### config.mk
export PLATFORM = sky130hd
export DESIGN_NAME = host_sequence_duplicate_filter
export DESIGN_NICKNAME = d
export VERILOG_FILES = /design/src/sv/hsdf_pkg.sv /design/src/sv/hsdf_cell.sv /design/src/sv/host_sequence_duplicate_filter.sv
export SDC_FILE = /design/constraint.sdc
export NUM_CORES = 2
export LEC_CHECK = 0
export ABC_CLOCK_PERIOD_IN_PS = 23800
export BUFFER_PORTS_ARGS = -buffer_cell sky130_fd_sc_hd__buf_2
export CORE_AREA = 2 2 375 377
export CTS_CLUSTER_DIAMETER = 40
export DETAILED_ROUTE_END_ITERATION = 10
export DIE_AREA = 0 0 377 379
export PLACE_DENSITY = 0.4
export SYNTH_ARGS = -nofsm -noshare
export SYNTH_HDL_FRONTEND = slang
export SYNTH_SLANG_ARGS = --single-unit
export TNS_END_PERCENT = 10
### constraint.sdc
create_clock -name clock -period 23.8 [get_ports clock]
set_input_delay 4.76 -clock clock [delete_from_list [all_inputs] [get_ports clock]]
set_output_delay 4.76 -clock clock [all_outputs]
set_load 0.01 [all_outputs]
### src/sv/hsdf_pkg.sv
// Shared types for the host sequence duplicate filter: status codes, op codes,
// control states, the request token that walks the cell chain and the insert
// command. No dependencies.
`default_nettype none

package hsdf_pkg;

   localparam int HOST_W = 32;
   localparam int SEQ_W  = 8;

   typedef enum logic {
      OP_RX = 1'b0,   // received packet check
      OP_TX = 1'b1    // allocate transmit sequence
   } op_type;

   typedef enum logic [2:0] {
      ST_KNOWN = 3'd0,
      ST_NEW   = 3'd1,
      ST_DUP   = 3'd2,
      ST_NAK   = 3'd3,
      ST_MISS  = 3'd4
   } status_type;

   // Top-level control: one request in flight.
   typedef enum logic {
      CTL_IDLE,
      CTL_BUSY
   } ctl_state_type;

   // Request in flight along the chain, with the answer built up so far.
   typedef struct packed {
      logic              active;
      op_type            op;
      logic [HOST_W-1:0] host_id;
      logic [SEQ_W-1:0]  seq;
      logic              found;
      status_type        status;
      logic              accept;
      logic              resynced;
      logic [SEQ_W-1:0]  tx_order;
   } token_type;

   // Overwrite of one entry by a new host.
   typedef struct packed {
      logic              en;
      logic [HOST_W-1:0] host_id;
      logic [SEQ_W-1:0]  seq;
   } ins_type;

endpackage

`default_nettype wire

### src/sv/hsdf_cell.sv
// One table entry of the duplicate filter: host id, rx and tx sequence, plus
// one token stage of the search chain. Depends on hsdf_pkg.
`default_nettype none

module hsdf_cell
   import hsdf_pkg::*;
(
   input  logic      clock,
   input  logic      reset,
   input  token_type upstream_tok,
   input  ins_type   ins,
   output token_type downstream_tok
);

   logic [HOST_W-1:0] host_ff, host_in;
   logic [SEQ_W-1:0]  rx_ff, rx_in;
   logic [SEQ_W-1:0]  tx_ff, tx_in;
   logic [SEQ_W-1:0]  rx_plus;
   token_type         tok_ff, tok_in;
   logic              hit;

   assign rx_plus = rx_ff + SEQ_W'(1);
   assign hit     = upstream_tok.active && !upstream_tok.found &&
                    (host_ff == upstream_tok.host_id);

   always_comb begin
      host_in = host_ff;
      rx_in   = rx_ff;
      tx_in   = tx_ff;
      tok_in  = upstream_tok;
      if (ins.en) begin
         host_in = ins.host_id;
         rx_in   = ins.seq;
         tx_in   = ins.seq;
      end else if (hit) begin
         tok_in.found = 1'b1;
         unique case (upstream_tok.op)
            OP_RX: begin
               if (rx_ff == upstream_tok.seq) begin
                  tok_in.status = ST_DUP;
               end else begin
                  tok_in.status = ST_KNOWN;
                  tok_in.accept = 1'b1;
                  rx_in         = upstream_tok.seq;
                  // gap in the order: resync tx to the peer
                  if (rx_plus != upstream_tok.seq) begin
                     tx_in           = upstream_tok.seq;
                     tok_in.resynced = 1'b1;
                  end
               end
            end
            OP_TX: begin
               tok_in.status   = ST_KNOWN;
               tok_in.tx_order = tx_ff;
               tx_in           = tx_ff + SEQ_W'(1);
            end
            default: ;
         endcase
      end
   end

   always_ff @(posedge clock) begin
      if (reset) begin
         host_ff       <= '0;
         rx_ff         <= '0;
         tx_ff         <= '0;
         tok_ff.active <= 1'b0;
      end else begin
         host_ff <= host_in;
         rx_ff   <= rx_in;
         tx_ff   <= tx_in;
         tok_ff  <= tok_in;
      end
   end

   assign downstream_tok = tok_ff;

endmodule

`default_nettype wire

### src/sv/host_sequence_duplicate_filter.sv
// Host sequence duplicate filter: one request in flight, so a new req beat is
// taken only once the previous result is loaded into the rsp register
// (req_tready rises again as that result is loaded). An accepted beat passes
// the inject stage, then the token walks the chain of TABLE_DEPTH entry cells,
// one cell per cycle, then the finish stage and the rsp register.
// Synchronous reset clears every entry and the insert slot to 0; the block
// takes a beat in the first cycle after reset.
`default_nettype none

module host_sequence_duplicate_filter
   import hsdf_pkg::*;
#(
   parameter int TABLE_DEPTH = 8
)
(
   input  logic        clock,
   input  logic        reset,
   input  logic        req_tvalid,
   output logic        req_tready,
   input  logic [39:0] req_tdata,   // host_id[31:0], seq_num[39:32]
   input  logic [1:0]  req_tuser,   // op[0], is_nak[1]
   output logic        rsp_tvalid,
   input  logic        rsp_tready,
   output logic [15:0] rsp_tdata    // status[2:0], accept[3], resynced[4],
                                    // tx_order[12:5], zero[15:13]
);

   localparam int SLOT_W = (TABLE_DEPTH > 1) ? $clog2(TABLE_DEPTH) : 1;

   ctl_state_type state_ff, state_in;

   token_type   inject_ff, inject_in;
   token_type   tok [TABLE_DEPTH+1];
   token_type   fin_ff;
   logic        fin_go;
   logic        do_insert;
   logic [SLOT_W-1:0] insert_slot_ff, insert_slot_in;
   logic        rsp_valid_ff;
   logic [15:0] rsp_data_ff, rsp_data_in;
   logic        req_hs;
   logic [TABLE_DEPTH+1:0] act_vec;
   status_type  fin_status;
   logic        fin_accept;

   assign req_hs = req_tvalid && req_tready;

   // ---------------- control: one request in flight ----------------
   always_comb begin
      state_in = state_ff;
      unique case (state_ff)
         CTL_IDLE: if (req_hs) begin
            state_in = CTL_BUSY;
         end
         CTL_BUSY: if (fin_go) begin
            state_in = CTL_IDLE;
         end
         default: state_in = CTL_IDLE;
      endcase
   end

   always_comb begin
      req_tready = (state_ff == CTL_IDLE);
   end

   always_ff @(posedge clock) begin
      if (reset) begin
         state_ff <= CTL_IDLE;
      end else begin
         state_ff <= state_in;
      end
   end

   // ---------------- inject stage ----------------
   // NAK beats on rx are resolved here and ride the chain untouched.
   always_comb begin
      inject_in.active   = req_hs;
      inject_in.op       = op_type'(req_tuser[0]);
      inject_in.host_id  = req_tdata[31:0];
      inject_in.seq      = req_tdata[39:32];
      inject_in.found    = req_tuser[1] && (op_type'(req_tuser[0]) == OP_RX);
      inject_in.status   = inject_in.found ? ST_NAK : ST_KNOWN;
      inject_in.accept   = 1'b0;
      inject_in.resynced = 1'b0;
      inject_in.tx_order = '0;
   end

   always_ff @(posedge clock) begin
      if (reset) begin
         inject_ff.active <= 1'b0;
      end else begin
         inject_ff <= inject_in;
      end
   end

   assign tok[0] = inject_ff;

   // ---------------- chain of entry cells ----------------
   // Lowest cell sees the token first, so the lowest matching entry wins.
   assign do_insert = fin_go && !fin_ff.found && (fin_ff.op == OP_RX);

   for (genvar i = 0; i < TABLE_DEPTH; i++) begin : g_cell
      ins_type ins;
      assign ins.en      = do_insert && (insert_slot_ff == SLOT_W'(i));
      assign ins.host_id = fin_ff.host_id;
      assign ins.seq     = fin_ff.seq;

      hsdf_cell u_cell (
         .clock          (clock),
         .reset          (reset),
         .upstream_tok   (tok[i]),
         .ins            (ins),
         .downstream_tok (tok[i+1])
      );

      assign act_vec[i+1] = tok[i+1].active;
   end

   assign act_vec[0]             = inject_ff.active;
   assign act_vec[TABLE_DEPTH+1] = fin_ff.active;

   // ---------------- finish stage ----------------
   // Holds the token until the rsp register is free; a miss on rx enters a
   // new host at the round-robin slot at that moment.
   assign fin_go = fin_ff.active && (!rsp_valid_ff || rsp_tready);

   always_ff @(posedge clock) begin
      if (reset) begin
         fin_ff.active <= 1'b0;
      end else if (tok[TABLE_DEPTH].active) begin
         fin_ff <= tok[TABLE_DEPTH];
      end else if (fin_go) begin
         fin_ff.active <= 1'b0;
      end
   end

   always_comb begin
      insert_slot_in = insert_slot_ff;
      if (do_insert) begin
         if (insert_slot_ff == SLOT_W'(TABLE_DEPTH - 1)) begin
            insert_slot_in = '0;
         end else begin
            insert_slot_in = insert_slot_ff + SLOT_W'(1);
         end
      end
   end

   always_ff @(posedge clock) begin
      if (reset) begin
         insert_slot_ff <= '0;
      end else begin
         insert_slot_ff <= insert_slot_in;
      end
   end

   always_comb begin
      fin_status = fin_ff.status;
      fin_accept = fin_ff.accept;
      if (!fin_ff.found) begin
         unique case (fin_ff.op)
            OP_RX: begin
               fin_status = ST_NEW;
               fin_accept = 1'b1;
            end
            OP_TX: fin_status = ST_MISS;
            default: ;
         endcase
      end
      rsp_data_in = {3'b000, fin_ff.tx_order, fin_ff.resynced, fin_accept, fin_status};
   end

   // ---------------- result register ----------------
   always_ff @(posedge clock) begin
      if (reset) begin
         rsp_valid_ff <= 1'b0;
      end else if (fin_go) begin
         rsp_valid_ff <= 1'b1;
      end else if (rsp_tready) begin
         rsp_valid_ff <= 1'b0;
      end
   end

   always_ff @(posedge clock) begin
      if (fin_go) begin
         rsp_data_ff <= rsp_data_in;
      end
   end

   assign rsp_tvalid = rsp_valid_ff;
   assign rsp_tdata  = rsp_data_ff;

`ifndef SYNTHESIS
   // at most one token anywhere between inject and finish
   a_one_token: assert property (@(posedge clock) disable iff (reset)
      $onehot0(act_vec))
      else $error("more than one request in flight");

   // an idle controller has an empty chain
   a_idle_empty: assert property (@(posedge clock) disable iff (reset)
      (state_ff == CTL_IDLE) |-> (act_vec == '0))
      else $error("token in chain while idle");

   // the insert slot moves only with a new-host result
   a_slot_move: assert property (@(posedge clock) disable iff (reset)
      !$past(reset) && (insert_slot_ff != $past(insert_slot_ff)) |->
         rsp_tvalid && (rsp_tdata[2:0] == ST_NEW))
      else $error("insert slot moved without a new host");
`endif

endmodule

`default_nettype wire

After elaboration in Yosys (flattened, before gate mapping)

Index checks and enable logic that the tools add are counted.

Flip-flop bits (word level): 952
Output and inout bits: 18
Input port bits: 46

Bitwise gates (word level): 13
Mux-type cells: 149
Add/subtract/negate cells: 17
Equality and inequality tests: 63
Reductions and logical operators: 71

Operators with widths:

| kind                                                            | number |
|---|---|
| 8-bit two-way mux                                               | 72 |
| 32-bit == test                                                  | 8 |
| 14-bit two-way mux                                              | 16 |
| 8-bit by 1-bit adder with 8-bit output, second input constant   | 16 |
| 8-bit case mux with 2 select lines                              | 8 |
| 8-bit == test                                                   | 8 |
| 8-bit != test                                                   | 8 |
| 3-bit case mux with 2 select lines                              | 9 |
| 2-bit two-way mux                                               | 25 |
| 3-bit AND reduction                                             | 16 |
| 2-bit != test, second input constant                            | 15 |
| 1-bit logical AND                                               | 29 |
| 3-bit by 2-bit != test with 1-bit output, second input constant | 8 |
| 3-bit != test, second input constant                            | 8 |
| 2-bit nonzero test                                              | 10 |
| 1-bit two-way mux                                               | 16 |
| 1-bit inverter                                                  | 13 |
| 3-bit == test, second input constant                            | 4 |
| 1-bit logical NOT                                               | 10 |
| 3-bit by 2-bit == test with 1-bit output, second input constant | 2 |
| 3-bit two-way mux                                               | 2 |
| 3-bit OR reduction                                              | 2 |
| 4-bit OR reduction                                              | 1 |
| 3-bit by 1-bit adder with 3-bit output, second input constant   | 1 |
| other kinds (6)                                                 | 6 |

Longest topological paths before layout

Depth in word-level cells: 8
Mapped depth: 10

Cells and area by module

From an unflattened synthesis, not the netlist that was laid out.

Cells, all modules: 3249
Area, all modules: 40600.2 µm²

Modules (own cells, without submodules):

| module                            | area each (µm²) | times used | cells each | sequential area each (µm²) |
|---|---|---|---|---|
| hsdf_cell at g_cell[3].u_cell ... | 4608.2          | 5          | 385        | 2632.5 |
| hsdf_cell at g_cell[0].u_cell ... | 4576.9          | 3          | 385        | 2632.5 |
| host_sequence_duplicate_filter    | 3828.7          | 1          | 169        | 3443.3 |

Worst setup path before layout

Ideal clock, no wire load.

Path kind: input to register
Start: input port reset
End: register g_cell[0].u_cell.tx_ff[0]
Arrival time: 19.651 ns
Stages on the path: 6
Setup slack: 4.038 ns
Required time: 23.688 ns
Cell sequence: clkbuf_1 > inv_1 > clkbuf_1 > clkbuf_1 > o2111ai_1 > nand2_1

RTL lines:

| item                 | line                                 | RTL |
|---|---|---|
| from (decl)          | host_sequence_duplicate_filter.sv:17 | `input logic reset,` |
| to (signal assigned) | hsdf_cell.sv:71                      | `tx_ff <= tx_in;` |
| to (decl)            | hsdf_cell.sv:17                      | `logic [SEQ_W-1:0] tx_ff, tx_in;` |

Worst setup path in the final report

Start: input port reset
End: register inject_ff[43] (netlist bit), enable pin

RTL lines:

| item                 | line                                 | RTL |
|---|---|---|
| to (signal assigned) | host_sequence_duplicate_filter.sv:91 | `inject_ff <= inject_in;` |
| to (decl)            | host_sequence_duplicate_filter.sv:32 | `token_type inject_ff, inject_in;` |

No word-level cell between the ends.

==> impl_metrics.csv <==
group,metric,value,unit
clock_tree,post-cts-setup-buffers,0,
yosys,syn_area_per_cell,11.06,um2
detailed_routing,dr_wl_met2,51310,um
floorplan,die-height,379,um
floorplan,start_util,0.2888,
setup_path,setup.worst_path.start_class,"input pin",
power_and_ir_drop,vdd_ir_drop_max,0.06293,mV
sta,relSlewSlack,0.1844,
hold_path,min_path_type,"register to register",
sta,finalMaxSlewViolations,0,
detailed_routing,drt_iter0_drc,2059,
setup_path,cp.required,24.19,ns
cells_and_area,mostFrequentLayoutCells,"655 x nand2_1, 541 x edfxtp_1, 399 x dfxtp_1",
grt,grt_pass1_wl,175200,um
grt,grt_usage,0.1631,
grt,grt_max_degree,173,
detailed_routing,routedWlPerCell,20.71,um
clock_tree,clk_pin_slew,0.05,ns
floorplan,die_width,377,um
detailed_routing,first_pass_iters,5,
setup_path,critPathKind,"input pin to register",
clock_tree,cts_hold_buf,0,
grt,grt.overflow.total,0,
cells_and_area,drive_above_1_share,0.1211,
power_and_ir_drop,report.power.total,4.220,mW
detailed_routing,met3_length,3982,um
floorplan,die_area,142900,um2
placed_design,gp_congestion,0.8156,
setup_path,worstPathArrival,8.57,ns
cells_and_area,fillerInstances,13920,
sta,max_freq,122.2,MHz
placed_design,place_inst,5309,
sta,finalCritPeriodShare,0.3438,
sta,finalClockSkew,0.02053,ns
yosys,synth_flop_cell,"edfxtp_1",
yosys,synth_top_family_by_area,"simple AND/OR/NAND/NOR gates",
sta,hold_viol_final,0,
setup_path,endpoint_kind,"register",
yosys,synthArstFlopShare,0,
setup_path,worstPathMaxFanout,131,
cells_and_area,final_nets,3725,
sta,worstMarginPinSlew,1.223,ns
clock_tree,cts_sinks,940,
yosys,syn_area,40090,um2
clock_tree,cts-root-to-sink-buffers,3,
detailed_routing,antenna_left,0,
clock_tree,cts.htree.levels,4,
cells_and_area,fin_cells,5598,
detailed_routing,via_per_inst,4.759,
yosys,synth_xor_area_frac,0.08279,
power_and_ir_drop,p_leak,15.80,nW
placed_design,placed_cell_area,42030,um2
clock_tree,cts_buffers,153,
sta,fin_hold_ws,0.4096,ns
detailed_routing,wl_met1,57940,um
yosys,synth_mux_area_frac,0.03205,
detailed_routing,drcViolationCount,0,
yosys,ys_ff_latch,940,
clock_tree,insertion_delay,0.77,ns
yosys,synth_cell_types,80,
placed_design,portBuffers,60,
placed_design,hpwl,78480,um
floorplan,io_pins,64,
cells_and_area,final_cell_area,47360,um2
floorplan,core_area,138800,um2
status,status,"complete, no violations",
clock_tree,clock-root-buffer,"clkbuf_16",
sta,rsz0062_at_grt,"no",
job,cap_violations,0,
yosys,yosysSeqAreaShare,0.6044,
yosys,synth-edff-count,541,
detailed_routing,routed_wirelength,115900,um
yosys,synthAdderAreaFrac,0.006865,
detailed_routing,top_layer,"met4",
yosys,synth-compound-area-share,0.1003,
clock_tree,cts_tree,"built",
yosys,postSynthCellCount,3624,
power_and_ir_drop,p_per_area,89.11,nW/um2
clock_tree,post_cts_resized,0,
yosys,synthSimpleGateAreaFrac,0.1442,
detailed_routing,vias,26640,
grt,grt_pass1_vias,26560,
sta,setup_viol,0,
sta,layout_min_cycle_time,8.183,ns
floorplan,rows,137,
cells_and_area,area_delta_synth_final,18.12,%
grt,antenna_found_initial,2,
sta,fin_setup_tns,0,ns
cells_and_area,final_common_cell,"nand2_1",
yosys,ys.warnings.count,0,
==> cells in the mapped netlist, drive strengths merged, types with 9 or more instances <==
cell type  instances  area share
inv               45      0.0042
or2               10      0.0016
xor2             126       0.028
nor4              43      0.0069
xnor2            253       0.055
edfxtp           541        0.41
o211ai            30      0.0056
and2              17      0.0027
nor3              42      0.0052
clkbuf           153       0.014
o21ai             73      0.0091
and3              42      0.0066
nand4b             9      0.0020
dfxtp            399        0.20
a211oi            86       0.016
ha                22      0.0069
mux2              59       0.017
a31o               9      0.0020
a31oi             13      0.0020
nand3             78      0.0097
buf               69       0.011
mux2i             62       0.015
a21oi            322       0.040
nor3b             13      0.0026
a21o              12      0.0022
nand2            660       0.062
nor2b             27      0.0042
or3               10      0.0016
nand4             87       0.014
a311oi            16      0.0037
o2111ai           15      0.0033
nor2             135       0.013
nor4b             10      0.0022
nand2b            31      0.0048
==> power by group <==
part           internal [mW]  switching, mW  leakage, nW  total [mW]
sequential              1.78         0.0478         8.47        1.83
clock                   1.46          0.821         2.59        2.28
combinational         0.0417         0.0702         4.75       0.112
==> critical path, cell delays in order <==
cell and delay [ns]:
buf_8 0.21, inv_8 0.66, buf_4 0.87, buf_4 0.87, buf_4 0.86
==> sequential cells by signal, summed over array words and instances (netlist names) <==
signal                        cells
act_vec                           2
fin_ff                           54
g_cell.u_cell.downstream_tok    440
g_cell.u_cell.host_ff           256
g_cell.u_cell.rx_ff              64
g_cell.u_cell.tx_ff              64
inject_ff                        42
insert_slot_ff                    3
rsp_tdata                        13
rsp_tvalid                        1
state_ff                          1
==> routing by layer <==
metal,track usage,vias up
li1,-,13070
met1,0.2352,12880
met2,0.2493,518
met3,0.02338,180
met4,0.05487,0
met5,0,-
==> area by class of cell <==
cell class / instances / area, um2 / area share
antenna: 1 / 2.502 / 0.00005284
clock buffer: 195 / 4298 / 0.09075
clock inverter: 93 / 1025 / 0.02164
inverter: 45 / 176.4 / 0.003725
multi-input combinational: 2419 / 14740 / 0.3113
sequential: 940 / 24230 / 0.5117
tap: 1807 / 2261 / 0.04774
timing repair buffer: 98 / 620.6 / 0.01310
==> cell families (layout without fill, tap and decap cells) <==
logic type	after synthesis	count (layout)
xor gates and xnor gates	379	379
adders and majority gates	22	22
muxes	121	121
buffers and inverters	267	431
DFF	940	940
AOI/OAI and AO/OA	652	652
other	1	4
and+or+nand+nor	1242	1242
==> final timing paths <==
kind / start / to / slack [ns] / cells past startpoint
min reg2reg: g_cell[7].u_cell.downstream_tok[14] / fin_ff[14] / 0.41 / 0
max: reset / inject_ff[43] / 15.62 / 5
max reg2reg: fin_ff[13] / g_cell[3].u_cell.tx_ff[1] / 20.24 / 8
min: g_cell[7].u_cell.downstream_tok[14] / fin_ff[14] / 0.41 / 0
==> stage by stage <==
stage                     setup WS (ns)    util
after floorplan                   4.038       -
after global placement            14.83  0.3027
after detailed placement          14.78  0.3027
after CTS                         15.63  0.3411
after global routing              15.31  0.3411
final                             15.62  0.3411
Note: power is estimated with default switching activity, not from simulation.
